===== src/design/mict_pkg.sv =====
// Shared types, widths and status codes for the message id counter table.
package mict_pkg;

    localparam int TABLE_SLOTS = 32;

    localparam int ID_W         = 29;
    localparam int CNT_W        = 32;
    localparam int SLOT_FIELD_W = 5;
    localparam int USED_FIELD_W = 6;
    localparam int STATUS_W     = 3;

    localparam int IDX_W  = $clog2(TABLE_SLOTS);
    localparam int USED_W = $clog2(TABLE_SLOTS + 1);
    localparam int CMP_W  = (USED_W > SLOT_FIELD_W) ? USED_W : SLOT_FIELD_W;

    localparam logic [STATUS_W-1:0] STATUS_COUNTED  = 3'd0;
    localparam logic [STATUS_W-1:0] STATUS_INSERTED = 3'd1;
    localparam logic [STATUS_W-1:0] STATUS_DROPPED  = 3'd2;
    localparam logic [STATUS_W-1:0] STATUS_READ_OK  = 3'd3;
    localparam logic [STATUS_W-1:0] STATUS_READ_BAD = 3'd4;

    typedef struct packed {
        logic                    kind;
        logic [ID_W-1:0]         frame_id;
        logic [SLOT_FIELD_W-1:0] read_slot;
    } mict_in_t;

    typedef struct packed {
        logic [STATUS_W-1:0]     status;
        logic [SLOT_FIELD_W-1:0] slot_index;
        logic [ID_W-1:0]         entry_id;
        logic [CNT_W-1:0]        entry_count;
        logic [USED_FIELD_W-1:0] slots_used;
    } mict_out_t;

endpackage


===== src/design/message_id_counter_table_core.sv =====
// Top level: per-identifier frame counter table built around two slot memories.
//
// Counts received bus frames per 29-bit identifier in a table of TABLE_SLOTS
// slots held in two synchronous memories (identifier and count), each with one
// read port and one write port. A frame request scans the used slots one per
// cycle through the memory read port; a match increments that slot's count
// (saturating), a miss appends the identifier with count one, and a miss on a
// full table drops the frame with status 2. A read request returns one slot
// plus the number of slots in use. A frame's result waits for the scan to
// reach the matching slot or the end of the used slots; a read needs no
// scan. One request is in work at a time; the next is accepted once the
// result sits in the output register, even while that result still waits
// for m_ready. No clearing pass runs after reset: only slots below the fill
// count ever have their contents used.
module message_id_counter_table_core (
    input  logic                aclk,
    input  logic                aresetn,
    input  logic                s_valid,
    output logic                s_ready,
    input  mict_pkg::mict_in_t  s_data,
    output logic                m_valid,
    input  logic                m_ready,
    output mict_pkg::mict_out_t m_data
);
    import mict_pkg::*;

    typedef enum logic [2:0] {
        ST_IDLE,
        ST_SEARCH,
        ST_INSERT,
        ST_READ,
        ST_FIN
    } state_t;

    state_t            state_reg;
    logic [ID_W-1:0]   fid_reg;
    logic [IDX_W-1:0]  idx_reg;
    logic [USED_W-1:0] used_reg;
    mict_out_t         res_reg;
    logic              m_valid_reg;
    mict_out_t         m_data_reg;

    logic [ID_W-1:0]   id_mem  [TABLE_SLOTS];
    logic [CNT_W-1:0]  cnt_mem [TABLE_SLOTS];
    logic [ID_W-1:0]   id_rd_reg;
    logic [CNT_W-1:0]  cnt_rd_reg;

    logic [IDX_W-1:0]  raddr;
    logic [IDX_W-1:0]  waddr;
    logic              id_we;
    logic              cnt_we;
    logic [CNT_W-1:0]  cnt_wdata;

    logic              match;
    logic              last;
    logic              full;
    logic              rd_in_range;
    logic [CNT_W-1:0]  cnt_inc;

    assign s_ready = (state_reg == ST_IDLE);
    assign m_valid = m_valid_reg;
    assign m_data  = m_data_reg;

    assign match       = (id_rd_reg == fid_reg);
    assign last        = ((USED_W'(idx_reg) + USED_W'(1)) == used_reg);
    assign full        = (used_reg == USED_W'(TABLE_SLOTS));
    assign rd_in_range = (CMP_W'(s_data.read_slot) < CMP_W'(used_reg));
    assign cnt_inc     = (cnt_rd_reg == '1) ? cnt_rd_reg : cnt_rd_reg + CNT_W'(1);

    // Memory port control; a write may land on a slot read in the same request, but no
    // read result is used after a write, since only one request is in work at a time.
    always_comb begin
        raddr     = '0;
        waddr     = idx_reg;
        id_we     = 1'b0;
        cnt_we    = 1'b0;
        cnt_wdata = cnt_inc;
        case (state_reg)
            ST_IDLE: begin
                raddr = s_data.kind ? IDX_W'(s_data.read_slot) : '0;
            end
            ST_SEARCH: begin
                raddr  = idx_reg + IDX_W'(1);
                cnt_we = match;
            end
            ST_INSERT: begin
                waddr     = IDX_W'(used_reg);
                id_we     = 1'b1;
                cnt_we    = 1'b1;
                cnt_wdata = CNT_W'(1);
            end
            default: begin
                raddr = '0;
            end
        endcase
    end

    always_ff @(posedge aclk) begin
        if (id_we) begin
            id_mem[waddr] <= fid_reg;
        end
        if (cnt_we) begin
            cnt_mem[waddr] <= cnt_wdata;
        end
        id_rd_reg  <= id_mem[raddr];
        cnt_rd_reg <= cnt_mem[raddr];
    end

    always_ff @(posedge aclk) begin
        if (!aresetn) begin
            state_reg   <= ST_IDLE;
            used_reg    <= '0;
            m_valid_reg <= 1'b0;
        end else begin
            if (state_reg != ST_FIN && m_valid_reg && m_ready) begin
                m_valid_reg <= 1'b0;
            end
            case (state_reg)
                ST_IDLE: begin
                    if (s_valid) begin
                        fid_reg <= s_data.frame_id;
                        idx_reg <= '0;
                        if (s_data.kind) begin
                            res_reg.status      <= STATUS_READ_BAD;
                            res_reg.slot_index  <= s_data.read_slot;
                            res_reg.entry_id    <= '0;
                            res_reg.entry_count <= '0;
                            res_reg.slots_used  <= USED_FIELD_W'(used_reg);
                            state_reg <= rd_in_range ? ST_READ : ST_FIN;
                        end else if (used_reg == '0) begin
                            state_reg <= ST_INSERT;
                        end else begin
                            state_reg <= ST_SEARCH;
                        end
                    end
                end
                ST_READ: begin
                    res_reg.status      <= STATUS_READ_OK;
                    res_reg.entry_id    <= id_rd_reg;
                    res_reg.entry_count <= cnt_rd_reg;
                    state_reg           <= ST_FIN;
                end
                ST_SEARCH: begin
                    res_reg.slots_used <= USED_FIELD_W'(used_reg);
                    if (match) begin
                        res_reg.status      <= STATUS_COUNTED;
                        res_reg.slot_index  <= SLOT_FIELD_W'(idx_reg);
                        res_reg.entry_id    <= id_rd_reg;
                        res_reg.entry_count <= cnt_inc;
                        state_reg           <= ST_FIN;
                    end else if (!last) begin
                        // advance to the next used slot
                        idx_reg <= idx_reg + IDX_W'(1);
                    end else if (full) begin
                        res_reg.status      <= STATUS_DROPPED;
                        res_reg.slot_index  <= '0;
                        res_reg.entry_id    <= '0;
                        res_reg.entry_count <= '0;
                        state_reg           <= ST_FIN;
                    end else begin
                        state_reg <= ST_INSERT;
                    end
                end
                ST_INSERT: begin
                    res_reg.status      <= STATUS_INSERTED;
                    res_reg.slot_index  <= SLOT_FIELD_W'(used_reg);
                    res_reg.entry_id    <= fid_reg;
                    res_reg.entry_count <= CNT_W'(1);
                    res_reg.slots_used  <= USED_FIELD_W'(used_reg + USED_W'(1));
                    used_reg            <= used_reg + USED_W'(1);
                    state_reg           <= ST_FIN;
                end
                ST_FIN: begin
                    // hold the result until the output register frees up
                    if (!m_valid_reg || m_ready) begin
                        m_valid_reg <= 1'b1;
                        m_data_reg  <= res_reg;
                        state_reg   <= ST_IDLE;
                    end
                end
                default: begin
                    state_reg <= ST_IDLE;
                end
            endcase
        end
    end

endmodule


===== config.mk =====
export PLATFORM = sky130hd
export DESIGN_NAME = message_id_counter_table_core
export DESIGN_NICKNAME = d
export VERILOG_FILES = /design/src/design/mict_pkg.sv /design/src/design/message_id_counter_table_core.sv
export SDC_FILE = /design/constraint.sdc
export NUM_CORES = 2
export LEC_CHECK = 0
export BUFFER_PORTS_ARGS = -buffer_cell sky130_fd_sc_hd__buf_2
export CAP_MARGIN = 5
export CORE_MARGIN = 2
export CORE_UTILIZATION = 51
export DETAILED_ROUTE_END_ITERATION = 10
export PLACE_DENSITY_LB_ADDON = 0.25
export SYNTH_ARGS = -nofsm -noshare
export SYNTH_HDL_FRONTEND = slang
export SYNTH_SLANG_ARGS = --single-unit

===== constraint.sdc =====
create_clock -name aclk -period 9.05 [get_ports aclk]
set_clock_uncertainty 0.05 [all_clocks]
set_input_delay 1.81 -clock aclk [delete_from_list [all_inputs] [get_ports aclk]]
set_output_delay 1.81 -clock aclk [all_outputs]
set_load 0.05 [all_outputs]

Word-level counts from Yosys, hierarchy flattened
Memory sizes are Yosys's and may differ from the RTL's. A register that Yosys moved wholly into a read port is not among the register bits.
Cells that the tools add are included.

operators by class
  $add $sub $neg = 4
  order comparisons = 1
  equal/unequal tests = 16
  muxes and demuxes = 36
  reduce and logical (&&, ||, !) cells = 17

operator list
  operator                                                          number
  61-bit case mux with 4 select lines                               1
  69-bit two-way mux                                                3
  75-bit two-way mux                                                2
  32-bit two-way mux                                                2
  32-bit by 1-bit adder with 32-bit output (second input constant)  1
  32-bit == test (second input constant)                            1
  29-bit == test                                                    1
  5-bit two-way mux                                                 5
  3-bit case mux with 4 select lines                                2
  3-bit two-way mux                                                 7
  5-bit case mux with 2 select lines                                2
  6-bit case mux with 3 select lines                                1
  5-bit case mux with 3 select lines                                1
  6-bit AND reduction                                               2
  3-bit != test (second input constant)                             3
  3-bit AND reduction                                               3
  1-bit two-way mux                                                 8
  2-bit != test (second input constant)                             4
  5-bit by 1-bit adder with 6-bit output (second input constant)    1
  6-bit by 1-bit adder with 6-bit output (second input constant)    1
  3-bit by 2-bit == test with 1-bit output (second input constant)  2
  6-bit == test                                                     1
  6-bit == test (second input constant)                             1
  6-bit logical NOT                                                 1
  17 further kinds                                                  18

word-level totals
  register bits after elaboration = 194
  RAM bits = 1952
  bits of input ports = 39
  output and inout port bits = 77
  logic and storage cells = 91
  memories kept = 2

memories
  memory   depth  width  rd ports  clocked after memory_dff  wr ports  RTL line                             RTL
  cnt_mem  32     32     1         1                         1         message_id_counter_table_core.sv:44  logic [CNT_W-1:0] cnt_mem [TABLE_SLOTS];
  id_mem   32     29     1         1                         1         message_id_counter_table_core.sv:43  logic [ID_W-1:0] id_mem [TABLE_SLOTS];

Longest topological paths before layout
  word-level depth = 6
  depth in mapped cells = 12
  mapped depth without buffers = 8

Least setup slack after synthesis
Ideal clock, no wire load.

  path type = input port to flip-flop
  start point = input port s_data[34] (netlist name)
  end point = register res_reg[10] (netlist name), enable pin
  setup time = 565 ps
  arrival time = 6575 ps
  required time = 8435 ps
  setup slack = 1860 ps
  stages on the path = 3
  buffers on the path = 1
  path through = clkbuf_1 -> a211oi_1 -> nor3_1

between the ends
  word-level cells in the longest chain between the ends = 2

ends and longest elaborated chain
  what                                                RTL line                             RTL
  start, declared                                     message_id_counter_table_core.sv:20  input mict_pkg::mict_in_t s_data,
  2-bit by 1-bit != test with 1-bit output (no line)  -
  6-bit AND reduction (no line)                       -
  end, declared                                       message_id_counter_table_core.sv:39  mict_out_t res_reg;

No other way between the ends.
A chain may end at the register's enable or synchronous reset.

Worst setup path after layout
  start point = register fid_reg[27]
  end point = memory cnt_mem[0][7], enable pin

between the ends
  word-level cells in the longest chain between the ends = 4

ends and longest elaborated chain
  what                                     RTL line                              RTL
  start, declared                          message_id_counter_table_core.sv:36   logic [ID_W-1:0] fid_reg;
  start signal, assigned                   message_id_counter_table_core.sv:121  fid_reg <= s_data.frame_id;
  29-bit == test                           message_id_counter_table_core.sv:64   assign match = (id_rd_reg == fid_reg);
  1-bit case mux with 2 select lines       message_id_counter_table_core.sv:78   case (state_reg)
  1-bit two-way mux                        message_id_counter_table_core.sv:102  if (cnt_we) begin
  1-bit two-way mux (implied by the code)  message_id_counter_table_core.sv:103  cnt_mem[waddr] <= cnt_wdata;
  end, declared                            message_id_counter_table_core.sv:44

No other way between the ends.

==> results_dict.tcl <==
set metrics [dict create \
    max_freq_mhz 181.0 \
    multi_input_comb_area_um2 19080 \
    ys.flop_type "edfxtp_1" \
    viasPerCell 6.409 \
    setup-violations-final 0 \
    end_kind "flip-flop" \
    whs_path_depth 0 \
    yosys.area.top_type "edfxtp_1" \
    hold_path.class "flip-flop to flip-flop" \
    ant_nets 0 \
    rows 150 \
    min_period_over_period_pct 61.05 \
    cts_tree "yes" \
    postLayoutCoreUtil_pct 57.49 \
    cts_buffer_depth 3 \
    hold_start "res_reg[60]$_DFFE_PP_" \
    yosys_warnings 0 \
    status "completed" \
    period_minus_slack_ns 5.525 \
    crit_top_cell "buf_4" \
    cp_top_family "simple AND/OR/NAND/NOR gates" \
    gp_congestion 0.8400 \
    synth.area.top_cells "edfxtp_1 (75%), nand2_1 (3.8%), mux2i_1 (3.6%)" \
    drcViolationCount 0 \
    cts.htree.levels 4 \
    syn_inst 5757 \
    cp.required_ns 9.49 \
    place_area_um2 89400 \
    worst-path-buf-inv 3 \
    path_cells "xnor2_1 > nand4_1 > nor4_1 > buf_4 > nand3_2 > buf_4 > o31a_1 > nor2_4 > buf_4" \
    crit_path_max_incr_delay_ns 0.99 \
    path_class "flip-flop to flip-flop" \
    power_density_nw_per_um2 298.2 \
    synth_common_cells "edfxtp_1 (2,136), nand2_1 (861), a21oi_1 (391)" \
    arrival_ns 5.97 \
    min_to "m_data[60]$_DFFE_PP_" \
    start_util_pct 51.39 \
    dr.pass1.iters 8 \
    cp-startpoint "fid_reg[27]$_DFFE_PP_" \
    reg_top3 "cnt_mem x1024, id_mem x928" \
    port_buffers 115 \
    ctsResizeCount 0 \
    num_vias 52670 \
    top_register "cnt_mem" \
    yosysUniqueCellTypes 68 \
    drv_slew 0 \
    synth_nets 5805 \
    core_um2 167400 \
    r2r_start "fid_reg[27]$_DFFE_PP_" \
    dieArea_um2 172000 \
    grt_max_degree 217 \
    grt.overflow.total 0 \
    num-nets-final 5870 \
    rsz0062_at_grt "false" \
    worstMarginPinSlew_ns 1.238 \
    drt_wl_total_um 234100 \
    cts_hold_buf 0 \
    hold_viol 0 \
    grt_pass1_wl_um 337600 \
    post_drt_wl_per_cell_um 28.48 \
    die_h_um 414.7 \
    die_w_um 414.7 \
    drv_cap 0 \
    ys_seq_area_share_pct 76.21 \
    clk_latency_ns 0.85 \
    ir_drop_mv 0.3003 \
    fillerInstances 12710 \
    antenna_found_initial 6 \
    hpwl_um 115000 \
    critPathLaunchType "flip-flop" \
    maxSlewHeadroom_pct 17.24 \
    crit_path_max_fanout 49 \
    p_leak_uw 0.03068 \
    syn2layout_area_growth_pct 11.88 \
    avgSynthCellArea_um2 14.94 \
    drtIter0Drc 7253 \
    finalSetupTns_ns 0 \
    track_usage_pct 26.64 \
    yosysMostFrequentCell "edfxtp_1" \
    synth_top_cell_area_share_pct 74.55 \
    synth-edff-count 2136 \
    ios 116 \
    rrSetupSlack_ns 3.53 \
    timing.rr.end "cnt_mem[0][7]$_DFFE_PP_" \
    numCtsBuffers 211 \
    cts_sinks 2207 \
    root_buffer "clkbuf_16" \
    clk_transition_reported_paths_ns 0.06 \
    post-cts-setup-buffer-count 0 \
    grt_pass1_vias 49100 \
    synth_area_um2 86030 \
    crit_slowest_cell "nor2_4" \
    drive_gt1_share_pct 11.28 \
    area.sequential_um2 65560 \
    async_reset_ff_share_pct 0 \
    reg2regPathDepth 9 \
    synth_seq_cells 2207 \
    fin_area_um2 96250 \
    largest_reg_flops 1024 \
]
routing by layer:
metal | vias to the layer above | part of all wire (%) | track usage (%)
met5 | - | 0 | 0
met4 | 0 | 2.5 | 7.299
met3 | 387 | 11 | 5.236
met2 | 3079 | 46 | 41.13
met1 | 26660 | 41 | 38.85
li1 | 22540 | - | -
worst max-delay path by stage:
| stage | end | slack, ns | depth (start not counted) |
|---|---|---|---|
| floorplan | res_reg[10]$_DFFE_PP_ | 1.86 | 3 |
| global placement | cnt_rd_reg[22]$_DFF_P_ | 3.63 | 10 |
| detailed placement | cnt_rd_reg[12]$_DFF_P_ | 3.58 | 10 |
| CTS | cnt_mem[0][7]$_DFFE_PP_ | 3.73 | 9 |
| global route | cnt_mem[0][7]$_DFFE_PP_ | 3.49 | 9 |
| finish | cnt_mem[0][7]$_DFFE_PP_ | 3.53 | 9 |
worst reg2reg max path: cells and delay by family (launching register included):
family          cells  cell delay [ns]
flops               1             0.82
xor+xnor            1             0.75
compound gates      1             0.58
buf+inv             3             1.04
simple gates        4             1.91
area by class of cell:
type	count	share of cell area (%)
Inverter	21	0.08320
Multi-Input combinational cell	3110	19.82
Timing Repair Buffer	271	1.997
Sequential cell	2207	68.12
Clock buffer	307	6.137
Clock inverter	95	0.9749
Antenna cell	3	0.007800
Tap cell	2204	2.865
cells by family after synthesis:
family	count (synthesis)	share of synthesized area (%)
xor gates and xnor gates	73	0.7432
muxes	308	3.599
adders and majority gates	9	0.1309
and+or+nand+nor	1316	6.588
buffers and inverters	440	2.368
DFF	2207	76.21
AOI/OAI and AO/OA	1404	10.36
layout by cell type (no fill, tap or decap), types with 83 or more instances in the layout:
cell / netlist / routed
o21ai_0: 324 / 324
mux2i_1: 306 / 306
clkbuf_16: 0 / 216
o22ai_1: 125 / 125
nor4_1: 120 / 118
nand3_1: 132 / 131
nand2_1: 861 / 857
buf_2: 164 / 115
a22o_1: 83 / 83
a32oi_1: 244 / 244
a21oi_1: 391 / 390
buf_4: 34 / 142
a31oi_1: 114 / 113
edfxtp_1: 2136 / 2136
power by group:
group	switching (uW)	internal [uW]	total (uW)
combinational	5020	1890	6910
sequential	415	12700	13100
clock	3730	4990	8710
total	9160	19500	28700
through the flow:
stage          std cells  hold WS (ns)  total power, uW  setup WS (ns)
2_1_floorplan       5757        0.3503            17790          1.860
3_3_place_gp        7813        0.3502            19920          3.626
3_5_place_dp        7813        0.3545            20060          3.583
4_1_cts             8215        0.3629            28670          3.727
5_1_grt             8215        0.3713            29710          3.486
6_report            8218        0.3679            28710          3.525
Power figures use the tool's default switching activity.
